$ cat src/rtl/core/dqr_pkg.sv
// Shared constants, types and helpers for the circular deque.
package dqr_pkg;

	localparam int DEPTH      = 16;
	localparam int DATA_WIDTH = 32;
	localparam int IDX_W      = $clog2(DEPTH);
	localparam int CNT_W      = $clog2(DEPTH + 1);
	localparam int CAP_W      = 5;
	localparam int REQ_W      = 2;
	localparam int STAT_W     = 2;
	localparam int VAL_W      = 32;
	localparam int OCC_W      = 5;

	localparam logic [REQ_W-1:0] REQ_PUSH_REAR  = 2'd0;
	localparam logic [REQ_W-1:0] REQ_PUSH_FRONT = 2'd1;
	localparam logic [REQ_W-1:0] REQ_POP_REAR   = 2'd2;
	localparam logic [REQ_W-1:0] REQ_POP_FRONT  = 2'd3;

	localparam logic [STAT_W-1:0] STAT_OK    = 2'd0;
	localparam logic [STAT_W-1:0] STAT_FULL  = 2'd1;
	localparam logic [STAT_W-1:0] STAT_EMPTY = 2'd2;

	localparam logic [CAP_W-1:0] CAP_RESET = CAP_W'(16);

	// Control from the pointer unit to the store and result stage.
	typedef struct packed {
		logic                 wr_en;
		logic [IDX_W-1:0]     wr_addr;
		logic                 rd_en;
		logic [IDX_W-1:0]     rd_addr;
		logic [STAT_W-1:0]    status;
		logic [CNT_W-1:0]     count;
	} ptr_op_t;

	// Clamp a written capacity to 1..DEPTH.
	function automatic logic [CNT_W-1:0] eff_cap(input logic [CAP_W-1:0] cap);
		logic [CNT_W-1:0] res;
		if (cap == '0) begin
			res = CNT_W'(1);
		end else if (int'(cap) > DEPTH) begin
			res = CNT_W'(DEPTH);
		end else begin
			res = CNT_W'(cap);
		end
		return res;
	endfunction

endpackage

$ cat src/rtl/core/double_ended_queue_ring.sv
// Top level of the circular double-ended queue.
//
// Usage:
//   Requests enter on in_valid/in_stall with req_type (push rear, push front,
//   pop rear, pop front) and push_value. Every request gives one result on
//   out_valid/out_stall: status (ok, full, empty), pop_value with pop_valid,
//   and the occupancy after the request. The capacity register (1..16, 0
//   reads as 1, larger values clamp to 16) is written over cfg_valid/cfg_ready
//   with cfg_data; cfg_ready is always high. A write empties the deque. Write
//   it only while no request is in flight.
// Timing:
//   One request per cycle sustained while out_stall is low. A result passes
//   through the read stage, which loads with the store read at the accepting
//   edge, and then the output register. Pointers update at the
//   accepting edge and a write lands before the next read, so back-to-back
//   requests need no forwarding.
// Reset:
//   arst_n empties the deque and sets capacity to 16; slot contents stay.
// Backpressure:
//   While out_stall holds a full output register, the read stage keeps its
//   item and in_stall rises once that stage is occupied too.
module double_ended_queue_ring (
	input  logic                             clk,
	input  logic                             arst_n,
	input  logic                             cfg_valid,
	output logic                             cfg_ready,
	input  logic [dqr_pkg::CAP_W-1:0]        cfg_data,
	input  logic                             in_valid,
	output logic                             in_stall,
	input  logic [dqr_pkg::REQ_W-1:0]        req_type,
	input  logic signed [dqr_pkg::VAL_W-1:0] push_value,
	output logic                             out_valid,
	input  logic                             out_stall,
	output logic [dqr_pkg::STAT_W-1:0]       status,
	output logic signed [dqr_pkg::VAL_W-1:0] pop_value,
	output logic                             pop_valid,
	output logic [dqr_pkg::OCC_W-1:0]        occupancy
);

	localparam int DW = dqr_pkg::DATA_WIDTH;

	dqr_pkg::ptr_op_t op;

	logic                           accept;
	logic                           s1_move;
	logic [DW-1:0]                  rd_data;
	logic [DW-1:0]                  wr_data;

	logic                           valid_s1;
	logic [dqr_pkg::STAT_W-1:0]     status_s1;
	logic                           pop_s1;
	logic [dqr_pkg::CNT_W-1:0]      count_s1;

	assign cfg_ready = 1'b1;

	// Advance the read stage when the output register is free or being taken.
	assign s1_move  = !(out_valid && out_stall);
	assign in_stall = valid_s1 && !s1_move;
	assign accept   = in_valid && !in_stall;

	// Keep pushed values to the store width.
	assign wr_data = DW'(push_value);

	dqr_ptr u_ptr (
		.clk      (clk),
		.arst_n   (arst_n),
		.cfg_we   (cfg_valid && cfg_ready),
		.cfg_data (cfg_data),
		.accept   (accept),
		.req_type (req_type),
		.op       (op)
	);

	dqr_ram #(
		.DEPTH_P (dqr_pkg::DEPTH),
		.WIDTH_P (DW)
	) u_ram (
		.clk     (clk),
		.wr_en   (op.wr_en),
		.wr_addr (op.wr_addr),
		.wr_data (wr_data),
		.rd_en   (op.rd_en),
		.rd_addr (op.rd_addr),
		.rd_data (rd_data)
	);

	// Read stage: hold the result beside the store read that is under way.
	always_ff @(posedge clk or negedge arst_n) begin
		if (!arst_n) begin
			valid_s1 <= 1'b0;
		end else if (accept) begin
			valid_s1 <= 1'b1;
		end else if (s1_move) begin
			valid_s1 <= 1'b0;
		end
	end

	always_ff @(posedge clk) begin
		if (accept) begin
			status_s1 <= op.status;
			pop_s1    <= op.rd_en;
			count_s1  <= op.count;
		end
	end

	// Output register: drop the stale read data on anything but a pop.
	always_ff @(posedge clk or negedge arst_n) begin
		if (!arst_n) begin
			out_valid <= 1'b0;
		end else if (s1_move) begin
			out_valid <= valid_s1;
		end
	end

	always_ff @(posedge clk) begin
		if (s1_move && valid_s1) begin
			status    <= status_s1;
			pop_valid <= pop_s1;
			pop_value <= pop_s1 ? dqr_pkg::VAL_W'(rd_data) : '0;
			occupancy <= dqr_pkg::OCC_W'(count_s1);
		end
	end

	// A popped value is only reported with an ok status.
	a_pop_ok: assert property (@(posedge clk) disable iff (!arst_n)
		out_valid && pop_valid |-> status == dqr_pkg::STAT_OK)
		else $error("pop_valid with non-ok status");

	// Occupancy never exceeds the store depth.
	a_occ_range: assert property (@(posedge clk) disable iff (!arst_n)
		out_valid |-> int'(occupancy) <= dqr_pkg::DEPTH)
		else $error("occupancy above depth");

	// An accepted request always lands in the read stage.
	a_accept_s1: assert property (@(posedge clk) disable iff (!arst_n)
		accept |=> valid_s1)
		else $error("accepted request lost");

	// The store never writes and reads in the same cycle.
	a_one_port: assert property (@(posedge clk) disable iff (!arst_n)
		!(op.wr_en && op.rd_en))
		else $error("store read and write together");

endmodule

$ cat src/rtl/core/dqr_ram.sv
// Single-port-write, registered-read slot store.
module dqr_ram #(
	parameter int DEPTH_P = 16,
	parameter int WIDTH_P = 32
) (
	input  logic                       clk,
	input  logic                       wr_en,
	input  logic [$clog2(DEPTH_P)-1:0] wr_addr,
	input  logic [WIDTH_P-1:0]         wr_data,
	input  logic                       rd_en,
	input  logic [$clog2(DEPTH_P)-1:0] rd_addr,
	output logic [WIDTH_P-1:0]         rd_data
);

	logic [WIDTH_P-1:0] mem [DEPTH_P];

	always_ff @(posedge clk) begin
		if (wr_en) begin
			mem[wr_addr] <= wr_data;
		end
		if (rd_en) begin
			rd_data <= mem[rd_addr];
		end
	end

endmodule

$ cat src/rtl/core/dqr_ptr.sv
// Front/rear pointer, fill count and capacity register of the deque.
module dqr_ptr (
	input  logic                          clk,
	input  logic                          arst_n,
	input  logic                          cfg_we,
	input  logic [dqr_pkg::CAP_W-1:0]     cfg_data,
	input  logic                          accept,
	input  logic [dqr_pkg::REQ_W-1:0]     req_type,
	output dqr_pkg::ptr_op_t              op
);

	localparam int IW = dqr_pkg::IDX_W;
	localparam int CW = dqr_pkg::CNT_W;

	logic [CW-1:0] cap_q;
	logic [IW-1:0] front_q;
	logic [IW-1:0] rear_q;
	logic [CW-1:0] count_q;

	logic [IW-1:0] front_d;
	logic [IW-1:0] rear_d;
	logic [CW-1:0] count_d;

	function automatic logic [IW-1:0] wrap_inc(input logic [IW-1:0] i,
			input logic [CW-1:0] cap);
		logic [CW-1:0] nxt;
		nxt = CW'(i) + CW'(1);
		return (nxt >= cap) ? '0 : IW'(nxt);
	endfunction

	function automatic logic [IW-1:0] wrap_dec(input logic [IW-1:0] i,
			input logic [CW-1:0] cap);
		logic [CW-1:0] cm1;
		cm1 = cap - CW'(1);
		return (i == '0 || CW'(i) >= cap) ? IW'(cm1) : i - IW'(1);
	endfunction

	always_comb begin
		front_d   = front_q;
		rear_d    = rear_q;
		count_d   = count_q;
		op        = '0;
		op.status = dqr_pkg::STAT_OK;
		case (req_type)
			dqr_pkg::REQ_PUSH_REAR: begin
				if (count_q >= cap_q) begin
					op.status = dqr_pkg::STAT_FULL;
				end else begin
					op.wr_en   = 1'b1;
					op.wr_addr = rear_q;
					rear_d     = wrap_inc(rear_q, cap_q);
					count_d    = count_q + CW'(1);
				end
			end
			dqr_pkg::REQ_PUSH_FRONT: begin
				if (count_q >= cap_q) begin
					op.status = dqr_pkg::STAT_FULL;
				end else begin
					front_d    = wrap_dec(front_q, cap_q);
					op.wr_en   = 1'b1;
					op.wr_addr = front_d;
					count_d    = count_q + CW'(1);
				end
			end
			dqr_pkg::REQ_POP_REAR: begin
				if (count_q == '0) begin
					op.status = dqr_pkg::STAT_EMPTY;
				end else begin
					rear_d     = wrap_dec(rear_q, cap_q);
					op.rd_en   = 1'b1;
					op.rd_addr = rear_d;
					count_d    = count_q - CW'(1);
				end
			end
			default: begin
				if (count_q == '0) begin
					op.status = dqr_pkg::STAT_EMPTY;
				end else begin
					op.rd_en   = 1'b1;
					op.rd_addr = front_q;
					front_d    = wrap_inc(front_q, cap_q);
					count_d    = count_q - CW'(1);
				end
			end
		endcase
		op.count = count_d;
		op.wr_en = op.wr_en & accept;
		op.rd_en = op.rd_en & accept;
	end

	always_ff @(posedge clk or negedge arst_n) begin
		if (!arst_n) begin
			cap_q   <= dqr_pkg::eff_cap(dqr_pkg::CAP_RESET);
			front_q <= '0;
			rear_q  <= '0;
			count_q <= '0;
		end else if (cfg_we) begin
			cap_q   <= dqr_pkg::eff_cap(cfg_data);
			front_q <= '0;
			rear_q  <= '0;
			count_q <= '0;
		end else if (accept) begin
			front_q <= front_d;
			rear_q  <= rear_d;
			count_q <= count_d;
		end
	end

endmodule
$ cat config.mk
export PLATFORM = sky130hd
export DESIGN_NAME = double_ended_queue_ring
export DESIGN_NICKNAME = d
export VERILOG_FILES = /design/src/rtl/core/dqr_pkg.sv /design/src/rtl/core/double_ended_queue_ring.sv /design/src/rtl/core/dqr_ram.sv /design/src/rtl/core/dqr_ptr.sv
export SDC_FILE = /design/constraint.sdc
export NUM_CORES = 1
export LEC_CHECK = 0
export BUFFER_PORTS_ARGS = -buffer_cell sky130_fd_sc_hd__clkbuf_2
export CORE_ASPECT_RATIO = 0.75
export CORE_MARGIN = 1.5
export CORE_UTILIZATION = 40
export DETAILED_ROUTE_END_ITERATION = 7
export GPL_ROUTABILITY_DRIVEN = 0
export SETUP_SLACK_MARGIN = 0.3
export SLEW_MARGIN = 5
export SYNTH_ARGS = -nofsm -noshare
export SYNTH_HDL_FRONTEND = slang
export SYNTH_SLANG_ARGS = --single-unit
$ cat constraint.sdc
create_clock -name clk -period 5.1 [get_ports clk]
set_clock_uncertainty 0.1 [all_clocks]
set_input_delay 1.02 -clock clk [delete_from_list [all_inputs] [get_ports clk]]
set_output_delay 1.02 -clock clk [all_outputs]
set_load 0.02 [all_outputs]
# [Word level (Yosys, flattened, before mapping)]
# Memories as Yosys holds them, arrays and structs flattened. A register that Yosys moved wholly into a read port is not among the register bits.
# Index checks and enable logic that the tools add are counted.
[classes] mux=34 addsub=7 eq_ne=8 bitwise_logic=2 reduce_logical=19 order_cmp=6
[ops] operator="$mux 5" n=11
[ops] operator="$mux 4" n=12
[ops] operator="$pmux 5 s2" n=2
[ops] operator="$pmux 4 s2" n=2
[ops] operator="$ge 5x5->1" n=3
[ops] operator="$ne 3x3->1 const B" n=4
[ops] operator="$sub 4x1->4 const B" n=3
[ops] operator="$add 4x1->5 const B" n=2
[ops] operator="$ge 4x5->1" n=2
[ops] operator="$logic_not 5->1" n=2
[ops] operator="$logic_not 4->1" n=2
[ops] operator="$reduce_and 4->1" n=2
[ops] operator="$add 5x1->5 const B" n=1
[ops] operator="$gt 5x5->1 const B" n=1
[ops] operator="$mux 1" n=5
[ops] operator="$sub 5x1->5 const B" n=1
[ops] operator="$logic_and 1x1->1" n=4
[ops] operator="$mux 2" n=2
[ops] operator="$ne 2x1->1 const B" n=2
[ops] operator="$reduce_or 2->1" n=2
[ops] operator="$reduce_bool 3->1" n=1
[ops] operator="$and 1x1->1" n=2
[ops] operator="$eq 2x1->1 const B" n=1
[ops] operator="$eq 2x2->1 const B" n=1
[ops] operator="4 further kinds" n=6
[totals] register_bits=68 out_inout_bits=43 memories=1 mem_bits_rw=512 wordCells=90
[mem_list] name="u_ram.mem" words=16 width=32 rd=1 rd_ports_with_merged_regs=1 write_ports=1 line_no="dqr_ram.sv:15" text="logic [WIDTH_P-1:0] mem [DEPTH_P];"

# [Longest topological paths before layout]
# Gate-level depths: netlist (run 1).
[depth] word_depth=8 depth_mapped=14

# [Modules after synthesis]
# From an unflattened synthesis (run 1), not the netlist that was laid out.
[unflattened] hier_cells=1193 area_unflattened_um2=24116.9
[by_module_without_submodules] module="dqr_ram" area_each_um2=20155.6 seq_area_each_um2=16335.7 instances=1 cells_per_inst=838
[by_module_without_submodules] module="dqr_ptr" area_each_um2=2167.1 seq_area_each_um2=451.7 instances=1 cells_per_inst=262
[by_module_without_submodules] module="double_ended_queue_ring" area_each_um2=1794.2 seq_area_each_um2=1491.4 instances=1 cells_per_inst=93

# [Worst setup path before layout (run 1)]
# Ideal clock, no wire load.
[synth_path] path_type="input port to flip-flop" start="in out_stall" end="reg occupancy[0] (netlist bit) (enable)" path_buffers=0 setup_ns=0.498 t_required_ns=4.502 arrival_time_ns=3.946 cell_stages=1 slack_ns=0.555 cell_sequence="a21boi_0"
[synth_between] elab_chain_len=3
[synth_lines] item="start: declaration" line_no="double_ended_queue_ring.sv:33" text="input logic out_stall,"
[synth_lines] item="$logic_and 1x1->1" line_no="double_ended_queue_ring.sv:57" text="assign s1_move = !(out_valid && out_stall);"
[synth_lines] item="$logic_not 1->1" line_no="double_ended_queue_ring.sv:57"
[synth_lines] item="$logic_and 1x1->1" line_no="double_ended_queue_ring.sv:116" text="if (s1_move && valid_s1) begin"
[synth_lines] item="end signal: assignment" line_no="double_ended_queue_ring.sv:120" text="occupancy <= dqr_pkg::OCC_W'(count_s1);"
[synth_lines] item="end: declaration" line_no="double_ended_queue_ring.sv:37" text="output logic [dqr_pkg::OCC_W-1:0] occupancy"
# Every way passes these cells.
# A chain may end at the register's enable or synchronous reset.

# [Worst setup path in the final report (run 1)]
[layout_path] start="reg u_ptr.cap_q[0]" end="reg u_ram.rd_data[13], read port of u_ram.mem (data pin)"
[layout_between] elab_chain_len=5 word_cells_on_any_way=6 cone_classes="add/sub (1); order compare (1); mux (3); reduce/logical (1)"
[layout_lines] item="start: declaration" line_no="dqr_ptr.sv:15" text="logic [CW-1:0] cap_q;"
[layout_lines] item="start signal: assignment" line_no="dqr_ptr.sv:93" text="cap_q <= dqr_pkg::eff_cap(dqr_pkg::CAP_RESET);"
[layout_lines] item="start signal: assignment" line_no="dqr_ptr.sv:98" text="cap_q <= dqr_pkg::eff_cap(cfg_data);"
[layout_lines] item="$ge 4x5->1" line_no="dqr_ptr.sv:35" text="return (i == '0 || CW'(i) >= cap) ? IW'(cm1) : i - IW'(1);"
[layout_lines] item="$logic_or 1x1->1" line_no="dqr_ptr.sv:35"
[layout_lines] item="$mux 4 (*)" line_no="dqr_ptr.sv:35"
[layout_lines] item="$mux 5 (*)" line_no="dqr_ptr.sv:66" text="if (count_q == '0) begin"
[layout_lines] item="$pmux 5 s2 (*)" line_no="dqr_ptr.sv:44" text="case (req_type)"
[layout_lines] item="end: declaration" line_no="dqr_ram.sv:12" text="output logic [WIDTH_P-1:0] rd_data"
# Every way passes the cells marked *; elsewhere a longest branch is shown, timed or not.

==> impl_metrics.csv, run 1 <==
group,metric,value,unit
run_status,outcome,"finished, final reports clean",
critical_path,cp_max_fo,19,
finish,postLayoutCoreUtil,0.461,
floorplanning,die_w,301,µm
clocking,cts_resized,0,
global_route,grt_max_degree,93,
power_and_ir_drop,power_frac_seq,0.485,
synthesis,synth_area_leaders,"edfxtp_1 (67%), a221oi_1 (3.7%), nand2_1 (3.4%)",
critical_path,crit_family,"compound AO/OA/AOI/OAI gates",
critical_path,r2r_cells,10,
synthesis,synth.distinct_cells,76,
finish,antenna-diode-count,0,
finish,nNetsFinal,2093,
critical_path,worst_setup_path_end_kind,"flip-flop",
power_and_ir_drop,p_leak,0.0105,µW
flow_run,drv_cap,0,
clocking,numCtsBuffers,59,
critical_path,cp.arrival,4600,ps
power_and_ir_drop,power_density,395,nW/µm²
synthesis,ys_async_sr_fraction,0.0327,
routing,vias,18000,
synthesis,syn_inst,1976,
clocking,cts_hold_repair.buffers,0,
floorplanning,fp.dieH,226,µm
global_route,grt_usage,0.219,
routing,firstDrtPassIters,6,
timing,setup_violations,0,
power_and_ir_drop,p_clk_frac,0.378,
floorplanning,core_area,65500,µm²
critical_path,cp_num_buf_inv,1,
global_route,grt_pass1_vias,17900,
clocking,cts_root_buf,"clkbuf_16",
clocking,cts.clk_slew.worst_paths,60,ps
synthesis,synth_warnings,0,
clocking,cts_max_path_buffers,3,
synthesis,synth_edf_count,592,
timing,finalSetupTns,0,ps
power_and_ir_drop,internal_power,8870,µW
timing,clock.fmax,231,MHz
placement,place_hpwl,38.5,mm
routing,post_drt_wl_per_cell,25.5,µm
synthesis,ys_ff_latch,612,
routing,first_iter_violations,2289,
synthesis,avgSynthCellArea,13.4,µm²
clocking,worstSkewPairLatency,640,ps
clocking,cts_tree,"built",
floorplanning,ios,87,
synthesis,ys_seq_area_frac,0.688,
critical_path,path_class,"reg2reg",
global_route,gr-total-overflow,0,
floorplanning,initial_utilization,0.406,
clocking,htree_levels,2,
power_and_ir_drop,p_switching,3050,µW
placement,portBuffers,85,
power_and_ir_drop,p_sw_frac,0.256,
power_and_ir_drop,comb_power_share,0.138,
global_route,grt_pass1_wl,112,mm
synthesis,yosys.area.top_type,"edfxtp_1",
routing,drtAntennaViolNets,0,
routing,drc,0,
power_and_ir_drop,vdd_drop_max,0.265,mV
finish,synthToLayoutAreaGrowth,13.5,%
timing,worstMarginPinSlew,945,ps
routing,vias_per_cell,6.12,
worst_hold_path,hold_path_class,"in2async",
critical_path,worstPathRequired,5370,ps
timing,final_max_slew_viol_count,0,
synthesis,postSynthNetCount,2051,
timing,whs,270,ps
timing,fin_crit_sh,0.850,
clocking,cts.sink_count,612,
power_and_ir_drop,power,11900,µW
floorplanning,rows,81,
finish,drive_above_1_share,0.128,
synthesis,synth_common_cells,"edfxtp_1 (592), nand2_1 (239), nand3_1 (126), a221oi_1 (112), a21oi_1 (98)",
critical_path,critPathLaunchType,"flip-flop",
timing,relSlewSlack,0.370,
critical_path,path_cells,"ha_1, nor2b_1, o21ai_2, a31oi_2, mux2i_1, a22o_1, or2_2, buf_12, o22ai_1, a211o_1",
synthesis,yosysMostFrequentCell,"edfxtp_1",
routing,totalWireLength,74.9,mm
synthesis,syn_area,26600,µm²
critical_path,crit_slowest_cell,"dfrtp_1",
critical_path,slowest_delay,700,ps
timing,hold_viol,0,
synthesis,ys.flop_type,"edfxtp_1",
timing,rsz0062_at_grt,"no",
finish,fillers,5749,
global_route,antenna_found_initial,2,
critical_path,cp.depth,10,
timing,period_needed,4340,ps
floorplanning,die_area,68000,µm²
synthesis,synth_top_area_share,0.669,
clocking,cts_setup_buffers,0,
cells by family (layout without fill, tap and decap cells):
| group | after synthesis | after routing | synth area share |
|---|---|---|---|
| muxes | 23 | 23 | 0.00872 |
| xor gates and xnor gates | 17 | 17 | 0.00561 |
| adders and majority gates | 31 | 31 | 0.0146 |
| DFF | 612 | 612 | 0.688 |
| buffers and inverters | 177 | 267 | 0.0299 |
| and+or+nand+nor | 588 | 588 | 0.107 |
| AOI/OAI and AO/OA | 527 | 527 | 0.146 |
| other | 1 | 1 | 0.000141 |
flip-flops by register name, summed over array words and instances (netlist names), 2 cells and up:
signal,cells
count_s1,5
occupancy,5
pop_value,32
status,2
status_s1,2
u_ptr.cap_q,5
u_ptr.count_q,5
u_ptr.front_q,4
u_ptr.rear_q,4
u_ram.mem,512
u_ram.rd_data,32
stage by stage:
step / cells / setup WS (ps) / instance area, µm²
3_3_place_gp: 2828 / 937 / 28200
5_1_grt: 2937 / 692 / 30200
6_report: 2937 / 763 / 30200
2_1_floorplan: 1976 / 555 / 26600
3_5_place_dp: 2828 / 844 / 28200
4_1_cts: 2937 / 867 / 30200
placed cells by master (no fill, tap or decap), types with 33 or more instances in the layout:
master     Yosys  layout
o22ai_1       33      33
clkbuf_2       0      85
a221oi_1     112     112
and2_1        35      35
buf_4          8      34
nand2_1      239     238
edfxtp_1     592     592
and3_1        90      90
nand3_1      126     126
a21oi_1       98      98
clkbuf_16      0      62
a31oi_1       89      89
final timing paths:
path | to | start | slack (ps)
worst max-delay path | u_ram.rd_data[13] | u_ptr.cap_q[0] | 760
worst min-delay path | valid_s1 | arst_n | 270
worst max register to register | u_ram.rd_data[13] | u_ptr.cap_q[0] | 760
worst min register to register | occupancy[0] | count_s1[0] | 320
max in group asynchronous | u_ptr.count_q[1] | arst_n | 4250
min in group clk | occupancy[0] | count_s1[0] | 320
per-layer routing:
layer,GRT usage,share of wire,up-vias
li1,-,-,7890
met1,0.315,0.44,9066
met2,0.342,0.45,882
met3,0.0332,0.084,141
met4,0.0681,0.025,2
met5,0,0.00017,-
power by group through the flow:
stage          Sequential (µW)  Combinational [µW]  Clock [µW]
6_report                  5770                1640        4500
2_1_floorplan             5900                1050           0
3_5_place_dp              5880                1630           0
3_3_place_gp              5880                1600           0
5_1_grt                   5780                1780        4760
4_1_cts                   5780                1630        4580
worst register-to-register path, cell delays in order, from the launching register on:
cell and delay [ps]:
dfrtp_1 700, ha_1 360, nor2b_1 220, o21ai_2 160
a31oi_2 390, mux2i_1 460, a22o_1 380, or2_2 570
buf_12 290, o22ai_1 150, a211o_1 290
layout make-up:
| cell class | instances | area (µm²) | share of cell area |
|---|---|---|---|
| Clock buffer | 79 | 1630 | 0.0539 |
| Sequential cell | 612 | 18300 | 0.606 |
| Tap cell | 871 | 1090 | 0.0361 |
| Inverter | 21 | 78.8 | 0.00261 |
| Timing Repair Buffer | 137 | 1040 | 0.0345 |
| Multi-Input combinational cell | 1187 | 7710 | 0.256 |
| Clock inverter | 30 | 335 | 0.0111 |
Power figures use the tool's default switching activity.
==> run 2: changes to the inputs <==
--- a/config.mk
+++ b/config.mk
@@ -5,6 +5,7 @@
 export SDC_FILE = /design/constraint.sdc
 export NUM_CORES = 1
 export LEC_CHECK = 0
+export ABC_AREA = 1
 export BUFFER_PORTS_ARGS = -buffer_cell sky130_fd_sc_hd__clkbuf_2
 export CORE_ASPECT_RATIO = 0.75
 export CORE_MARGIN = 1.5
==> impl_metrics.csv, run 2 <==
group,metric,value,unit
run_status,outcome,"finished, final reports clean",
clocking,cts_tree,"built",
critical_path,timing.rr.start,"u_ptr.cap_q[4]",
floorplanning,fp.dieH,228,µm
clocking,cts_resized,0,
critical_path,r2r_cells,11,
clocking,htree_levels,2,
finish,final_cell_mix,"nand2_1 (658), nand3_1 (600), edfxtp_1 (592)",
clocking,cts_setup_buffers,0,
synthesis,ys.flop_type,"edfxtp_1",
synthesis,syn_area,27000,µm²
critical_path,cp_max_fo,21,
critical_path,cp-startpoint,"u_ptr.cap_q[4]",
routing,post_drt_wl_per_cell,19.8,µm
routing,drtAntennaViolNets,0,
timing,period_needed,4080,ps
synthesis,synth_top_area_share,0.659,
finish,regMostFlops,"u_ram.mem",
finish,synthToLayoutAreaGrowth,11.9,%
clocking,cts_max_path_buffers,3,
critical_path,path_class,"reg2reg",
synthesis,avgSynthCellArea,10.7,µm²
timing,relSlewSlack,0.271,
routing,firstDrtPassIters,5,
synthesis,yosys.area.top_type,"edfxtp_1",
critical_path,endpoint,"u_ram.mem[9][10]",
synthesis,syn_inst,2534,
power_and_ir_drop,p_leak,0.0124,µW
clocking,numCtsBuffers,59,
synthesis,yosysMostFrequentCell,"nand2_1",
clocking,worstSkewPairLatency,630,ps
finish,postLayoutCoreUtil,0.452,
floorplanning,core_area,66800,µm²
finish,top_regs,"u_ram.mem: 512 flops, pop_value: 32 flops, u_ram.rd_data: 32 flops",
timing,worst_slack,1020,ps
flow_run,drv_cap,0,
global_route,grt_pass1_vias,17900,
critical_path,cp.arrival,4300,ps
synthesis,synth_area_leaders,"edfxtp_1 (66%), nand3_1 (11%), nand2_1 (9.2%)",
finish,final_common_cell,"nand2_1",
placement,pre_cts_ws,1040,ps
critical_path,worst_setup_path_end_kind,"flip-flop",
routing,drc,0,
global_route,grt_usage,0.201,
worst_hold_path,hold_path_class,"in2async",
floorplanning,rows,82,
power_and_ir_drop,vdd_drop_max,0.249,mV
power_and_ir_drop,power_density,376,nW/µm²
clocking,cts_hold_repair.buffers,0,
placement,place_hpwl,37.0,mm
placement,portBuffers,85,
finish,largest_reg_flops,512,
critical_path,reg2reg_to,"u_ram.mem[9][10]",
clocking,cts_root_buf,"clkbuf_16",
finish,drive_above_1_share,0.0898,
finish,nNetsFinal,2655,
power_and_ir_drop,power,11400,µW
routing,first_iter_violations,2005,
synthesis,synth_warnings,0,
synthesis,ys_ff_latch,612,
critical_path,rrSetupSlack,1020,ps
synthesis,postSynthNetCount,2609,
global_route,antenna_found_initial,1,
synthesis,synth_edf_count,592,
timing,worstMarginPinSlew,1090,ps
routing,vias,18300,
timing,hold_viol,0,
synthesis,synth.distinct_cells,38,
timing,rsz0062_at_grt,"no",
synthesis,ys_async_sr_fraction,0.0327,
global_route,gr-total-overflow,0,
synthesis,ys_seq_area_frac,0.677,
floorplanning,initial_utilization,0.404,
routing,totalWireLength,69.4,mm
clocking,cts.clk_slew.worst_paths,70,ps
clocking,cts.sink_count,612,
global_route,grt_pass1_wl,107,mm
floorplanning,ios,87,
timing,whs,269,ps
timing,final_max_slew_viol_count,0,
timing,clock.fmax,245,MHz
critical_path,worstPathRequired,5320,ps
timing,fin_crit_sh,0.800,
critical_path,critPathLaunchType,"flip-flop",
routing,vias_per_cell,5.21,
floorplanning,die_w,303,µm
timing,finalSetupTns,0,ps
global_route,grt_max_degree,172,
timing,setup_violations,0,
synthesis,synth_common_cells,"nand2_1 (659), nand3_1 (600), edfxtp_1 (592), inv_1 (348), buf_2 (86)",
floorplanning,die_area,69100,µm²
## run 2: cell types whose count changed after synthesis, sizes merged, moves of 31 or more
cell    change
nand2     +421
a21oi      -85
a211o      -31
a22o       -32
nand3     +478
buf        +48
a31oi      -88
a32o       -32
and2       -36
a221oi    -113
clkbuf     -66
inv       +333
and3       -90
## run 2: cell families after synthesis
family                     after synthesis  share of synthesized area
AOI/OAI and AO/OA                       57                     0.0122
xor gates and xnor gates                11                    0.00357
and+or+nand+nor                       1330                      0.216
buffers and inverters                  492                     0.0764
DFF                                    612                      0.677
adders and majority gates               31                     0.0144
other                                    1                   0.000139
## run 2: where the power goes
part / internal (µW) / switching, µW
clock network: 2340 / 1880
registers: 5700 / 53.4
logic: 388 / 1020
total: 8420 / 2950
## run 2: stage by stage
step,cell area [µm²],std cells
CTS,30200,3509
global placement,28400,3401
floorplan,27000,2534
detailed placement,28400,3401
finish,30200,3511
global route,30200,3509
## run 2: worst min-delay path by stage
| stage | startpoint | end | cells after the start |
|---|---|---|---|
| finish | arst_n | u_ptr.rear_q[3] | 1 |
| global route | arst_n | u_ptr.rear_q[3] | 1 |
| CTS | arst_n | u_ptr.rear_q[3] | 1 |
| detailed placement | count_s1[4] | occupancy[4] | 0 |
| global placement | count_s1[4] | occupancy[4] | 0 |
| floorplan | count_s1[0] | occupancy[0] | 0 |
## run 2: metal layers
metal,wire [µm],up-vias,global-route usage
met5,0,-,0
met3,4760,106,0.0313
met2,31300,695,0.308
met1,32000,8861,0.299
met4,1320,0,0.0498
li1,-,8615,-
## run 2: cell type report
cell class | instances | area [µm²]
Clock inverter | 28 | 186
Multi-Input combinational cell | 1430 | 6830
Antenna cell | 2 | 5.00
Clock buffer | 80 | 1640
Tap cell | 882 | 1100
Inverter | 354 | 1340
Fill cell | 6126 | 36600
Sequential cell | 612 | 18300
Timing Repair Buffer | 123 | 836
## run 2: worst max-delay path, cell delays in order (launching register included)
cell and delay (ps):
dfstp_2 550, inv_1 130, ha_1 340, a21oi_1 170, o21a_1 140, nand3_1 210, nor2_1 210, nand2_1 90
o21ai_0 380, nand2_1 350, nor2_4 760, buf_4 340
